## src/design/imubc_pkg.sv

```systemverilog
package imubc_pkg;

  // Calibration window
  localparam int MAX_SAMPLES = 512;
  localparam int CNT_W       = $clog2(MAX_SAMPLES + 1);

  // Field and state widths
  localparam int NAX     = 6;
  localparam int AX_W    = 3;
  localparam int RAW_W   = 16;
  localparam int SUM_W   = 25;
  localparam int OFF_W   = 25;
  localparam int OUT_W   = 26;
  localparam int DIVN_W  = SUM_W + 8;
  localparam int MEAN_W  = DIVN_W + 1;
  localparam int DSTEP_W = $clog2(DIVN_W);

  // Result status codes
  localparam logic [1:0] ST_CORR = 2'd0;
  localparam logic [1:0] ST_ACC  = 2'd1;
  localparam logic [1:0] ST_DONE = 2'd2;
  localparam logic [1:0] ST_FAIL = 2'd3;

  // Request mode codes (mode three decodes as measure)
  localparam logic [1:0] MODE_ACC = 2'd0;
  localparam logic [1:0] MODE_FIN = 2'd1;

  // One g in q8 raw LSB
  localparam logic [MEAN_W-1:0] ONE_G_Q8 = MEAN_W'(16384 * 256);

  // ceil(2^32 / 131), exact floor for inputs below 2^25
  localparam logic [24:0] RECIP_131 = 25'd32786010;
  localparam logic [24:0] GYRO_LSB  = 25'd131;

  localparam logic [OUT_W-1:0] OUT_MAX = {1'b0, {(OUT_W-1){1'b1}}};
  localparam logic [OUT_W-1:0] OUT_MIN = {1'b1, {(OUT_W-1){1'b0}}};

  // Measure pipeline depth after the input register
  localparam int MEAS_LAT = 4;

  // Controller to datapath commands
  typedef struct packed {
    logic            load;
    logic            acc_en;
    logic            div_init;
    logic            div_step;
    logic            div_store;
    logic [AX_W-1:0] axis;
    logic            fin_apply;
    logic            out_load;
    logic [1:0]      status;
  } imubc_cmd_t;

  // Datapath to controller status
  typedef struct packed {
    logic cnt_zero;
  } imubc_sts_t;

  // floor(x / 131) for x below 2^25
  function automatic logic [17:0] div131(input logic [24:0] x);
    logic [49:0] p;
    p = 50'(x) * 50'(RECIP_131);
    return p[49:32];
  endfunction

endpackage

```

## src/design/imubc_ctrl.sv

```systemverilog
module imubc_ctrl
  import imubc_pkg::*;
(
  input  logic       clk_i,
  input  logic       rst_ni,
  input  logic       in_valid_i,
  input  logic [1:0] in_mode_i,
  output logic       in_ready_o,
  output logic       out_valid_o,
  input  logic       out_ready_i,
  input  imubc_sts_t sts_i,
  output imubc_cmd_t cmd_o
);

  localparam logic [3:0] S_IDLE   = 4'd0;
  localparam logic [3:0] S_ACC    = 4'd1;
  localparam logic [3:0] S_FCHK   = 4'd2;
  localparam logic [3:0] S_DINIT  = 4'd3;
  localparam logic [3:0] S_DIV    = 4'd4;
  localparam logic [3:0] S_DSTORE = 4'd5;
  localparam logic [3:0] S_FAPPLY = 4'd6;
  localparam logic [3:0] S_MEAS   = 4'd7;
  localparam logic [3:0] S_DONE   = 4'd8;

  logic [3:0]         state_q, state_d;
  logic [DSTEP_W-1:0] step_q, step_d;
  logic [AX_W-1:0]    axis_q, axis_d;
  logic [1:0]         status_q, status_d;
  logic               out_valid_q, out_valid_d;

  assign in_ready_o  = (state_q == S_IDLE);
  assign out_valid_o = out_valid_q;

  // Sequencer
  always_comb begin
    state_d  = state_q;
    step_d   = step_q;
    axis_d   = axis_q;
    status_d = status_q;
    cmd_o    = '0;
    cmd_o.axis   = axis_q;
    cmd_o.status = status_q;
    unique case (state_q)
      S_IDLE: begin
        if (in_valid_i) begin
          cmd_o.load = 1'b1;
          step_d     = '0;
          axis_d     = '0;
          if (in_mode_i == MODE_ACC) begin
            state_d = S_ACC;
          end else if (in_mode_i == MODE_FIN) begin
            state_d = S_FCHK;
          end else begin
            state_d = S_MEAS;
          end
        end
      end
      S_ACC: begin
        cmd_o.acc_en = 1'b1;
        status_d     = ST_ACC;
        state_d      = S_DONE;
      end
      S_FCHK: begin
        if (sts_i.cnt_zero) begin
          status_d = ST_FAIL;
          state_d  = S_DONE;
        end else begin
          state_d = S_DINIT;
        end
      end
      S_DINIT: begin
        cmd_o.div_init = 1'b1;
        step_d         = '0;
        state_d        = S_DIV;
      end
      S_DIV: begin
        cmd_o.div_step = 1'b1;
        step_d         = step_q + 1'b1;
        if (step_q == DSTEP_W'(DIVN_W - 1)) begin
          state_d = S_DSTORE;
        end
      end
      S_DSTORE: begin
        cmd_o.div_store = 1'b1;
        if (axis_q == AX_W'(NAX - 1)) begin
          state_d = S_FAPPLY;
        end else begin
          axis_d  = axis_q + 1'b1;
          state_d = S_DINIT;
        end
      end
      S_FAPPLY: begin
        cmd_o.fin_apply = 1'b1;
        status_d        = ST_DONE;
        state_d         = S_DONE;
      end
      S_MEAS: begin
        step_d = step_q + 1'b1;
        if (step_q == DSTEP_W'(MEAS_LAT - 1)) begin
          status_d = ST_CORR;
          state_d  = S_DONE;
        end
      end
      S_DONE: begin
        if (!out_valid_q || out_ready_i) begin
          cmd_o.out_load = 1'b1;
          state_d        = S_IDLE;
        end
      end
      default: begin
        state_d = S_IDLE;
      end
    endcase
  end

  // Output valid flag
  always_comb begin
    out_valid_d = out_valid_q;
    if (cmd_o.out_load) begin
      out_valid_d = 1'b1;
    end else if (out_ready_i) begin
      out_valid_d = 1'b0;
    end
  end

  always_ff @(posedge clk_i or negedge rst_ni) begin
    if (!rst_ni) begin
      state_q     <= S_IDLE;
      step_q      <= '0;
      axis_q      <= '0;
      status_q    <= ST_CORR;
      out_valid_q <= 1'b0;
    end else begin
      state_q     <= state_d;
      step_q      <= step_d;
      axis_q      <= axis_d;
      status_q    <= status_d;
      out_valid_q <= out_valid_d;
    end
  end

endmodule

```

## config.mk

```make
export PLATFORM = sky130hd
export DESIGN_NAME = imubc_ctrl
export DESIGN_NICKNAME = d
export VERILOG_FILES = /design/src/design/imubc_pkg.sv /design/src/design/imubc_ctrl.sv
export SDC_FILE = /design/constraint.sdc
export NUM_CORES = 1
export LEC_CHECK = 0
export BUFFER_PORTS_ARGS = -buffer_cell sky130_fd_sc_hd__buf_2
export CORE_MARGIN = 5
export CORE_UTILIZATION = 51
export CTS_BUF_LIST = sky130_fd_sc_hd__clkbuf_8
export DETAILED_ROUTE_END_ITERATION = 10
export GPL_TIMING_DRIVEN = 0
export HOLD_SLACK_MARGIN = 0.03
export PLACE_DENSITY = 0.88
export REMOVE_ABC_BUFFERS = 1
export SETUP_SLACK_MARGIN = 0.1
export SLEW_MARGIN = 30
export SYNTH_ARGS = -nofsm -noshare
export SYNTH_HDL_FRONTEND = slang
export SYNTH_SLANG_ARGS = --single-unit
```

## constraint.sdc

```tcl
create_clock -name clk_i -period 1.5 [get_ports clk_i]
set_input_delay 0.225 -clock clk_i [delete_from_list [all_inputs] [get_ports clk_i]]
set_output_delay 0.225 -clock clk_i [all_outputs]
set_load 0.05 [all_outputs]
```

==> reports/metrics.cfg, run 1 <==
[job]
drv_cap = 0

[logic_synthesis]
synthMostInstantiatedCell = dfrtp_1
mappedNetlistArea_mm2 = 0.00113
synth_top_area_share_pct = 35.4
yosysTopAreaCell = dfrtp_1
synth_top_family_by_area = compound AO/OA/AOI/OAI gates
synth_edf_count = 0
ys.flop_type = dfrtp_1
synthTopCellsByArea = dfrtp_1, o21ai_0, a22o_1
synthXorXnorAreaFrac_pct = 0.774
synth-compound-area-share_pct = 25.9
synthMuxAreaShare_pct = 1.77
yosysWarnings = 0
synthTopCellsByCount = dfrtp_1, nand2_1, o21ai_0, inv_1, a22o_1
ys_seq_elements = 16
ys_types = 44
async_flop_share_pct = 100
yosys.area_share.simple_pct = 25.0
synth-adder-area-share_pct = 4.42
synth_cells = 116
ys_seq_area_share_pct = 35.4
avgSynthCellArea_um2 = 9.75

[hold_path]
hold_path.class = in -> reg

[global_routing]
antenna_found_initial = 0
grt_pass1_wl_um = 5620
grt_pass1_vias = 1200
grt_overflow_total = 0
grt_max_degree = 17
grt_usage_pct = 22.0

[status]
violations = negative setup slack
status = complete, but fails checks

[worst_setup_path]
arrival_ps = 2150
cpPeakStageDelay_ps = 500
worstPathRequired_ps = 1660
crit_family = simple AND/OR/NAND/NOR gates
critPathKind = reg -> reg
end_kind = flop
critical_path.startpoint_type = flop
critPathSlowestCell = dfrtp_4
worstPathCellList = buf_12 > buf_6 > or2b_4 > a311oi_4 > nor4_4 > a21oi_2 > a41oi_1
cp_max_fo = 5
path_buf_inv = 2

[route]
routed_via_density = 6.26
wl_per_cell_um = 21.7
antenna_left = 0
drc = 0
postRouteWirelength_um = 4340
drt_iter0_markers = 50
num_vias = 1252
drt_first_pass_iters = 4

[power]
p_leak_nw = 0.842
power.density_mw_per_mm2 = 2260
vdd_drop_max_v = 0.00180

[layout]
antennaDiodeCount = 0
finish.utilization_pct = 85.3
nFillCells = 113
syn_to_final_growth_pct = 63.6
nNetsFinal = 185
drive_above_1_share_pct = 59.3

[sta]
hold_viol_final = 0
timing.fmax_mhz = 503
worst_pin_slew_ps = 508
finalSetupViolCount = 22
setup_ws_ps = -488
clock_skew_ps = 3.43
finalCritPeriodShare_pct = 133
drv_slew = 0
hold_ws_ps = 297
slew-limit-headroom_pct = 65.8
rsz0062_at_grt = true
final_period_minus_worst_setup_slack_ps = 1990

[clock_tree]
numCtsBuffers = 3
root_buffer = clkbuf_8
cts_tree = yes
cts.path.max_buffers = 2
cts-htree-levels = 1
clk-insertion-delay-late_ps = 250
path_clk_slew_ps = 70
numClockSinks = 16

[die]
ios = 21
die_w_um = 57.1
start_util_pct = 52.1
die_area_mm2 = 0.00326
die_h_um = 57.1
row_count = 17
core_mm2 = 0.00217

[placed_design]
gp_congestion = 0.793
dp.final_hpwl_um = 1720
io_buffer_count = 20

==> cells by family after synthesis <==
logic type | after synthesis
xor gates and xnor gates | 1
adders and majority gates | 4
and+or+nand+nor | 43
AOI/OAI and AO/OA | 37
buffers and inverters | 13
DFF | 16
muxes | 2
==> placed cells by master, fill, tap and decap left out, drive strengths merged <==
cell | Yosys | final
a21bo | 1 | 1
a21o | 2 | 2
a21oi | 5 | 5
a22o | 6 | 6
a2bb2oi | 1 | 1
a311oi | 2 | 2
a41oi | 1 | 1
and2 | 1 | 1
and2b | 1 | 1
and4b | 1 | 1
buf | 5 | 57
clkbuf | 1 | 3
dfrtp | 16 | 16
dlygate4sd3 | 0 | 1
ha | 4 | 4
inv | 7 | 7
mux2i | 2 | 2
nand2 | 12 | 12
nand2b | 5 | 6
nand3 | 3 | 3
nand3b | 1 | 1
nor2 | 4 | 4
nor2b | 1 | 1
nor3 | 4 | 4
nor4 | 2 | 2
o21ai | 13 | 13
o22ai | 1 | 1
o2bb2ai | 1 | 1
o31ai | 2 | 2
o32ai | 1 | 1
o41ai | 1 | 1
or2 | 3 | 3
or2b | 3 | 3
or3 | 1 | 1
or4b | 1 | 1
xor2 | 1 | 1
==> metal layers <==
metal  wire, um  track usage, %  vias up  part of all wire (%)
li1           -               -      539                     -
met1       1560            23.6      619                    36
met2       2240            40.5       72                    52
met3        297            4.75       22                   6.8
met4        243            10.3        0                   5.6
met5          0               0        -                     0
==> path summary, 6_finish.rpt <==
kind | from | to | slack (ps) | cells after the start
max | state_q[2]$_DFFE_PN0P_ | status_q[0]$_DFFE_PN0P_ | -490 | 7
min | out_ready_i | state_q[3]$_DFFE_PN0P_ | 300 | 3
max reg2reg | state_q[2]$_DFFE_PN0P_ | status_q[0]$_DFFE_PN0P_ | -490 | 7
min in group asynchronous | rst_ni | axis_q[0]$_DFFE_PN0P_ | 430 | 2
min reg2reg | status_q[1]$_DFFE_PN0P_ | status_q[1]$_DFFE_PN0P_ | 560 | 2
max in group asynchronous | rst_ni | state_q[2]$_DFFE_PN0P_ | 740 | 2
==> registers in the layout, summed over array words and instances, names as in the netlist <==
register and cells:
axis_q 3, out_valid_o 1, state_q 4, status_q 2
step_q 6
==> per-stage QoR <==
stage	setup TNS, ps	power, mW	instance area [um2]	std cells	setup WS (ps)
detailed placement	-6820	2.27	1220	158	-484
global placement	-5930	2.20	1220	158	-458
finish	-6530	4.19	1850	200	-488
CTS	-3910	3.45	1630	183	-367
global route	-7380	4.37	1850	200	-553
floorplan	-12050	1.94	1080	110	-1130
==> what timing repair did <==
item / 4_1_cts / 5_1_grt
hold buffers: 1 / 0
gates cloned: 1 / 0
setup endpoints to repair: 24 / 23
endpoints found under the hold margin: 16 / 0
gates resized for setup: 55 / 23
pin swaps: 8 / 26
setup buffers: 20 / 18
==> area by class of cell <==
cell class / instances / area [um2] / share of cell area (%)
timing repair buffer: 58 / 524 / 28.3
tap: 28 / 35.0 / 1.89
inverter: 7 / 26.3 / 1.42
sequential: 16 / 408 / 22.0
clock buffer: 3 / 41.3 / 2.23
multi-input combinational: 88 / 816 / 44.1
==> where the power goes <==
group / switching, mW / leakage, nW / total, mW / internal [mW]
clock network: 0.162 / 0.0216 / 0.341 / 0.179
registers: 0.187 / 0.205 / 0.757 / 0.571
logic: 1.67 / 0.615 / 3.09 / 1.42
==> worst register-to-register path, cell delays in order (launching register included) <==
cell      delay (ps)
dfrtp_4          500
buf_12           140
buf_6            110
or2b_4           250
a311oi_4          80
nor4_4           490
a21oi_2          100
a41oi_1          210
No activity file was read; power rests on OpenSTA's default activity.
==> inputs of run 2 (changes only) <==
--- a/config.mk
+++ b/config.mk
@@ -9,5 +9,5 @@
 export CORE_MARGIN = 5
 export CORE_UTILIZATION = 51
-export CTS_BUF_LIST = sky130_fd_sc_hd__clkbuf_8
+export CTS_BUF_LIST = sky130_fd_sc_hd__clkbuf_4 sky130_fd_sc_hd__clkbuf_8
 export DETAILED_ROUTE_END_ITERATION = 10
 export GPL_TIMING_DRIVEN = 0
==> constraint.sdc (replaced) <==
create_clock -name clk_i -period 1.5 [get_ports clk_i]
set_input_delay 0.3 -clock clk_i [delete_from_list [all_inputs] [get_ports clk_i]]
set_output_delay 0.3 -clock clk_i [all_outputs]
set_load 0.05 [all_outputs]
==> run 2 against run 1 <==
  * The flow still finishes with violations (negative setup slack)
  * Final area is 7.1% lower
  * Core utilization is 6.1 points lower
  * Critical path depth is 4 lower
  * Maximum frequency is 2.4% lower
==> reports/metrics.cfg, run 2 (synthesis results as in run 1) <==
[status]
status = complete, but fails checks  ; unchanged
violations = negative setup slack  ; unchanged

[clock_tree]
clk-insertion-delay-late_ps = 300  ; was 250 ps
numClockSinks = 16  ; unchanged
numCtsBuffers = 3  ; unchanged
cts_tree = yes  ; unchanged
path_clk_slew_ps = 90  ; was 70 ps
root_buffer = clkbuf_4  ; was clkbuf_8
cts-htree-levels = 1  ; unchanged
cts.path.max_buffers = 2  ; unchanged

[hold_path]
hold_path.class = in -> reg  ; unchanged

[global_routing]
antenna_found_initial = 0  ; unchanged
grt_overflow_total = 0  ; unchanged
grt_pass1_wl_um = 5440  ; was 5620 um
grt_max_degree = 17  ; unchanged
grt_pass1_vias = 1183  ; was 1200
grt_usage_pct = 21.5  ; was 22.0%

[layout]
largest-register = step_q  ; unchanged
antennaDiodeCount = 0  ; unchanged
stdcell_count = 192  ; was 200
largestRegisters = step_q x6, state_q x4, axis_q x3  ; unchanged
syn_to_final_growth_pct = 52.0  ; was 63.6%
nNetsFinal = 177  ; was 185
drive_above_1_share_pct = 51.8  ; was 59.3%
largest_register_ffs = 6  ; unchanged
mostFrequentLayoutCell = buf_4  ; unchanged
layout_common_cells = buf_4, dfrtp_1, buf_2  ; unchanged
nFillCells = 143  ; was 113

[route]
wl_per_cell_um = 18.8  ; was 21.7 um
drt_iter0_markers = 38  ; was 50
drt_first_pass_iters = 4  ; unchanged
num_vias = 1160  ; was 1252
routed_via_density = 6.04  ; was 6.26
antenna_left = 0  ; unchanged
postRouteWirelength_um = 3610  ; was 4340 um
drc = 0  ; unchanged

[sta]
finalSetupViolCount = 23  ; was 22
hold_viol_final = 0  ; unchanged
setup_ws_ps = -538  ; was -488 ps
finalCritPeriodShare_pct = 136  ; was 133%
worst_pin_slew_ps = 434  ; was 508 ps
timing.fmax_mhz = 491  ; was 503 MHz
rsz0062_at_grt = true  ; unchanged
drv_slew = 0  ; unchanged
clock_skew_ps = 0.988  ; was 3.43 ps
final_period_minus_worst_setup_slack_ps = 2040  ; was 1990 ps
slew-limit-headroom_pct = 70.7  ; was 65.8%

[die]
core_mm2 = 0.00217  ; unchanged
die_w_um = 57.1  ; unchanged
die_h_um = 57.1  ; unchanged
start_util_pct = 52.1  ; unchanged
ios = 21  ; unchanged
row_count = 17  ; unchanged
die_area_mm2 = 0.00326  ; unchanged

[placed_design]
dp_cells = 158  ; unchanged
io_buffer_count = 20  ; unchanged
dp.final_hpwl_um = 1720  ; unchanged
gp_congestion = 0.793  ; unchanged

[worst_setup_path]
worstPathRequired_ps = 1200  ; was 1660 ps
end_kind = output pin  ; was flop
critPathKind = reg -> out  ; was reg -> reg
cp_max_fo = 2  ; was 5
arrival_ps = 1740  ; was 2150 ps
critical_path.startpoint_type = flop  ; unchanged

[power]
vdd_drop_max_v = 0.00119  ; was 0.00180 V
fin_total_pwr_mw = 3.70  ; was 4.19 mW
p_leak_nw = 0.770  ; was 0.842 nW
power.density_mw_per_mm2 = 2150  ; was 2260 mW/mm2

[job]
drv_cap = 0  ; unchanged

run 2: final timing paths:
path | startpoint | end | slack [ps] | depth (start not counted)
setup reg to reg | state_q[2]$_DFFE_PN0P_ | status_q[1]$_DFFE_PN0P_ | -500 | 8
hold reg to reg | status_q[1]$_DFFE_PN0P_ | status_q[1]$_DFFE_PN0P_ | 530 | 2
hold / removal | out_ready_i | out_valid_o$_DFFE_PN0P_ | 300 | 3
min in group asynchronous | rst_ni | status_q[0]$_DFFE_PN0P_ | 450 | 2
max in group asynchronous | rst_ni | state_q[2]$_DFFE_PN0P_ | 750 | 2
setup / recovery | state_q[2]$_DFFE_PN0P_ | cmd_o[2] | -540 | 3
run 2: timing repair:
action,in CTS,in global routing
pin swaps,11,11
endpoints found under the setup margin,24,23
gates resized for setup,51,12
hold buffers,1,0
endpoints found under the hold margin,16,0
buffers inserted,22,10
run 2: power breakdown:
part | switching [mW] | leakage [nW] | internal (mW) | total (mW)
Sequential | 0.156 | 0.205 | 0.570 | 0.726
Clock | 0.142 | 0.0138 | 0.0939 | 0.235
Combinational | 1.50 | 0.551 | 1.24 | 2.74
Total | 1.80 | 0.770 | 1.90 | 3.70
run 2: layout make-up:
type	instances	area (um2)	share of cell area [%]
multi-input combinational	87	773	45.0
timing repair buffer	51	454	26.4
sequential	16	408	23.7
tap	28	35.0	2.04
inverter	7	26.3	1.53
clock buffer	3	22.5	1.31
run 2: per-stage QoR:
stage | worst slack, ps | setup TNS (ps) | util [%] | cell area, um2 | hold slack, ps
finish | -538 | -8580 | 79.2 | 1720 | 304
global route | -584 | -9760 | 79.2 | 1720 | 319
CTS | -465 | -7230 | 74.1 | 1610 | 313
detailed placement | -548 | -7360 | 56.1 | 1220 | 235
global placement | -533 | -6450 | 56.1 | 1220 | 226
floorplan | -1170 | -12650 | - | 1080 | 4.41
run 2: metal layers:
layer / routed length [um] / up-vias / track usage [%]
met5: 0 / - / 0
met4: 157 / 0 / 10.3
met3: 219 / 20 / 5.88
met2: 1970 / 51 / 38.0
met1: 1270 / 571 / 23.6
li1: - / 518 / -
run 2: worst max-delay path, stage by stage (launching register included):
cell and delay, ps:
dfrtp_4 490, or4b_4 540, and2b_2 260, buf_8 150
==> inputs of run 3 (changes only) <==
Settings changed: CORE_MARGIN 5 to 3.
==> run 3 against run 2 <==
  * The run still ends with negative setup slack left
  * Critical path depth increased by 4
  * Core utilization increased by 4.1 points
  * Die area decreased by 14%
  * First-iteration DRC count increased by 24%
  * Via count increased by 0.26%
  * Sequential share of layout area increased by 0.55 points
  * Sequential power about the same
  * Hold slack improved by 51 ps
  * Cell count decreased by 2.6%
  * Global-route usage increased by 4.1 points
  * Power decreased by 1.3%
  * Critical endpoint is now status_q[1]$_DFFE_PN0P_
  * Highest routed layer unchanged
==> reports/metrics.cfg, run 3 (synthesis results as in run 1) <==
[status]
status = complete, but fails checks  ; unchanged
violations = negative setup slack  ; unchanged

[power]
p_clk_share_pct = 7.9  ; was 6.4%
switchingPower_mw = 1.82  ; was 1.80 mW
pwr-share-comb_pct = 72.2  ; was 74.0%
fin_total_pwr_mw = 3.65  ; was 3.70 mW
seqPwrFrac_pct = 19.8  ; was 19.6%
power.density_mw_per_mm2 = 2170  ; was 2150 mW/mm2
p_int_mw = 1.83  ; was 1.90 mW
vdd_drop_max_v = 0.00143  ; was 0.00119 V
p_leak_nw = 0.751  ; was 0.770 nW
swShare_pct = 49.8  ; was 48.7%

[global_routing]
grt_overflow_total = 0  ; unchanged
grt_max_degree = 17  ; unchanged
grt_usage_pct = 25.6  ; was 21.5%
antenna_found_initial = 0  ; unchanged
grt_pass1_vias = 1061  ; was 1183
grt_pass1_wl_um = 5110  ; was 5440 um

[sta]
drv_slew = 0  ; unchanged
slew-limit-headroom_pct = 62.0  ; was 70.7%
final_period_minus_worst_setup_slack_ps = 2020  ; was 2040 ps
finalCritPeriodShare_pct = 135  ; was 136%
timing.fmax_mhz = 495  ; was 491 MHz
rsz0062_at_grt = true  ; unchanged
worst_pin_slew_ps = 563  ; was 434 ps
hold_ws_ps = 355  ; was 304 ps
hold_viol_final = 0  ; unchanged
setup_ws_ps = -519  ; was -538 ps
clock_skew_ps = 3.85  ; was 0.988 ps
finalSetupViolCount = 21  ; was 23

[layout]
mostFrequentLayoutCell = buf_4  ; unchanged
antennaDiodeCount = 0  ; unchanged
largestRegisters = step_q x6, state_q x4, axis_q x3  ; unchanged
nNetsFinal = 172  ; was 177
largest_register_ffs = 6  ; unchanged
drive_above_1_share_pct = 55.6  ; was 51.8%
final_cell_area_mm2 = 0.00169  ; was 0.00172 mm2
syn_to_final_growth_pct = 49.0  ; was 52.0%
largest-register = step_q  ; unchanged
layout_common_cells = buf_4, dfrtp_1, buf_2  ; unchanged

[clock_tree]
cts_tree = yes  ; unchanged
root_buffer = clkbuf_4  ; unchanged
numCtsBuffers = 3  ; unchanged
cts-htree-levels = 1  ; unchanged
clk-insertion-delay-late_ps = 290  ; was 300 ps
numClockSinks = 16  ; unchanged
cts.path.max_buffers = 2  ; unchanged
path_clk_slew_ps = 100  ; was 90 ps

[die]
die_w_um = 53.1  ; was 57.1 um
core_mm2 = 0.00202  ; was 0.00217 mm2
die_area_mm2 = 0.00282  ; was 0.00326 mm2
die_h_um = 53.1  ; was 57.1 um
ios = 21  ; unchanged
start_util_pct = 55.9  ; was 52.1%
row_count = 16  ; was 17

[route]
wl_per_cell_um = 20.7  ; was 18.8 um
postRouteWirelength_um = 3870  ; was 3610 um
dr.max_layer_used = met4  ; unchanged
route.met3.wl_um = 348  ; was 219 um
antenna_left = 0  ; unchanged
drt_iter0_markers = 47  ; was 38
wl_met1_um = 1470  ; was 1270 um
num_vias = 1163  ; was 1160
drt_first_pass_iters = 4  ; unchanged
routed_via_density = 6.22  ; was 6.04
met2_length_um = 1870  ; was 1970 um
drc = 0  ; unchanged

[worst_setup_path]
worstPathCellList = or4b_4 > buf_4 > buf_6 > o2bb2ai_4 > nor4_4 > nand2_2 > mux2i_1  ; was or4b_4 > and2b_2 > buf_8
critPathKind = reg -> reg  ; was reg -> out
cp_max_fo = 5  ; was 2
arrival_ps = 2220  ; was 1740 ps
critPathSlowestCell = or4b_4  ; unchanged
path_buf_inv = 2  ; was 1
critical_path.startpoint_type = flop  ; unchanged
cpPeakStageDelay_ps = 550  ; was 540 ps
crit_family = simple AND/OR/NAND/NOR gates  ; unchanged
end_kind = flop  ; was output pin
worstPathRequired_ps = 1700  ; was 1200 ps

[job]
drv_cap = 0  ; unchanged

[placed_design]
gp_congestion = 0.775  ; was 0.793
dp.final_hpwl_um = 1680  ; was 1720 um
io_buffer_count = 20  ; unchanged
place_area_mm2 = 0.00121  ; was 0.00122 mm2
dp_worst_setup_slack_ps = -561  ; was -548 ps

[hold_path]
hold_path.class = in -> reg  ; unchanged

==> run 3: cell count changes in the layout (fill, tap and decap cells not counted), moves of 2 or more <==
cell	delta
o21ai_0	-4
nand2_2	+3
buf_4	-2
buf_6	-2
o21ai_2	+5
nand2b_4	+2
nand2_1	-2
==> run 3: metrics by stage <==
step | TNS (ps) | std cells | util, %
floorplan | -12650 | 110 | -
global placement | -6450 | 157 | 60.1
detailed placement | -7270 | 157 | 60.1
CTS | -4390 | 177 | 74.5
global route | -7210 | 187 | 83.4
finish | -6310 | 187 | 83.4
==> run 3: area by class of cell <==
class                           count  area (um2)
Fill cell                         114         337
Tap cell                           27        33.8
Clock buffer                        4        36.3
Multi-Input combinational cell     88         796
Timing Repair Buffer               45         384
Sequential cell                    16         409
Inverter                            7        26.3
==> run 3: worst paths after layout <==
| check | startpoint | end | slack [ps] | cells past startpoint |
|---|---|---|---|---|
| max | state_q[2]$_DFFE_PN0P_ | status_q[1]$_DFFE_PN0P_ | -520 | 7 |
| min | out_ready_i | state_q[3]$_DFFE_PN0P_ | 360 | 3 |
| max reg2reg | state_q[2]$_DFFE_PN0P_ | status_q[1]$_DFFE_PN0P_ | -520 | 7 |
| min reg2reg | step_q[0]$_DFFE_PN0P_ | step_q[0]$_DFFE_PN0P_ | 550 | 2 |
| max in group asynchronous | rst_ni | state_q[2]$_DFFE_PN0P_ | 720 | 2 |
| min in group asynchronous | rst_ni | axis_q[2]$_DFFE_PN0P_ | 470 | 2 |
==> run 3: power groups by stage <==
stage | logic (mW) | clock network, mW | registers (mW)
global placement | 1.43 | 0 | 0.781
global route | 2.77 | 0.328 | 0.742
CTS | 2.12 | 0.302 | 0.713
finish | 2.64 | 0.290 | 0.725
floorplan | 1.03 | 0 | 0.917
detailed placement | 1.47 | 0 | 0.800
==> run 3: repair_timing <==
| item | in CTS | in global routing |
|---|---|---|
| hold endpoints to repair | 16 | 0 |
| pin swaps | 7 | 13 |
| endpoints found under the setup margin | 24 | 24 |
| cloned | 0 | 1 |
| gates resized for setup | 45 | 26 |
| hold buffers | 1 | 0 |
| setup buffers | 15 | 9 |
==> run 3: worst reg2reg max path, stage by stage (launching register included) <==
cell and delay, ps:
dfrtp_4 490, or4b_4 550, buf_4 160, buf_6 120
o2bb2ai_4 200, nor4_4 100, nand2_2 100, mux2i_1 220
==> run 3: per-layer routing <==
layer  global-route usage [%]  vias to the layer above
met1                     32.3                      543
met4                     11.1                        0
met5                        0                        -
met2                     41.9                       89
met3                     5.07                       22
li1                         -                      509
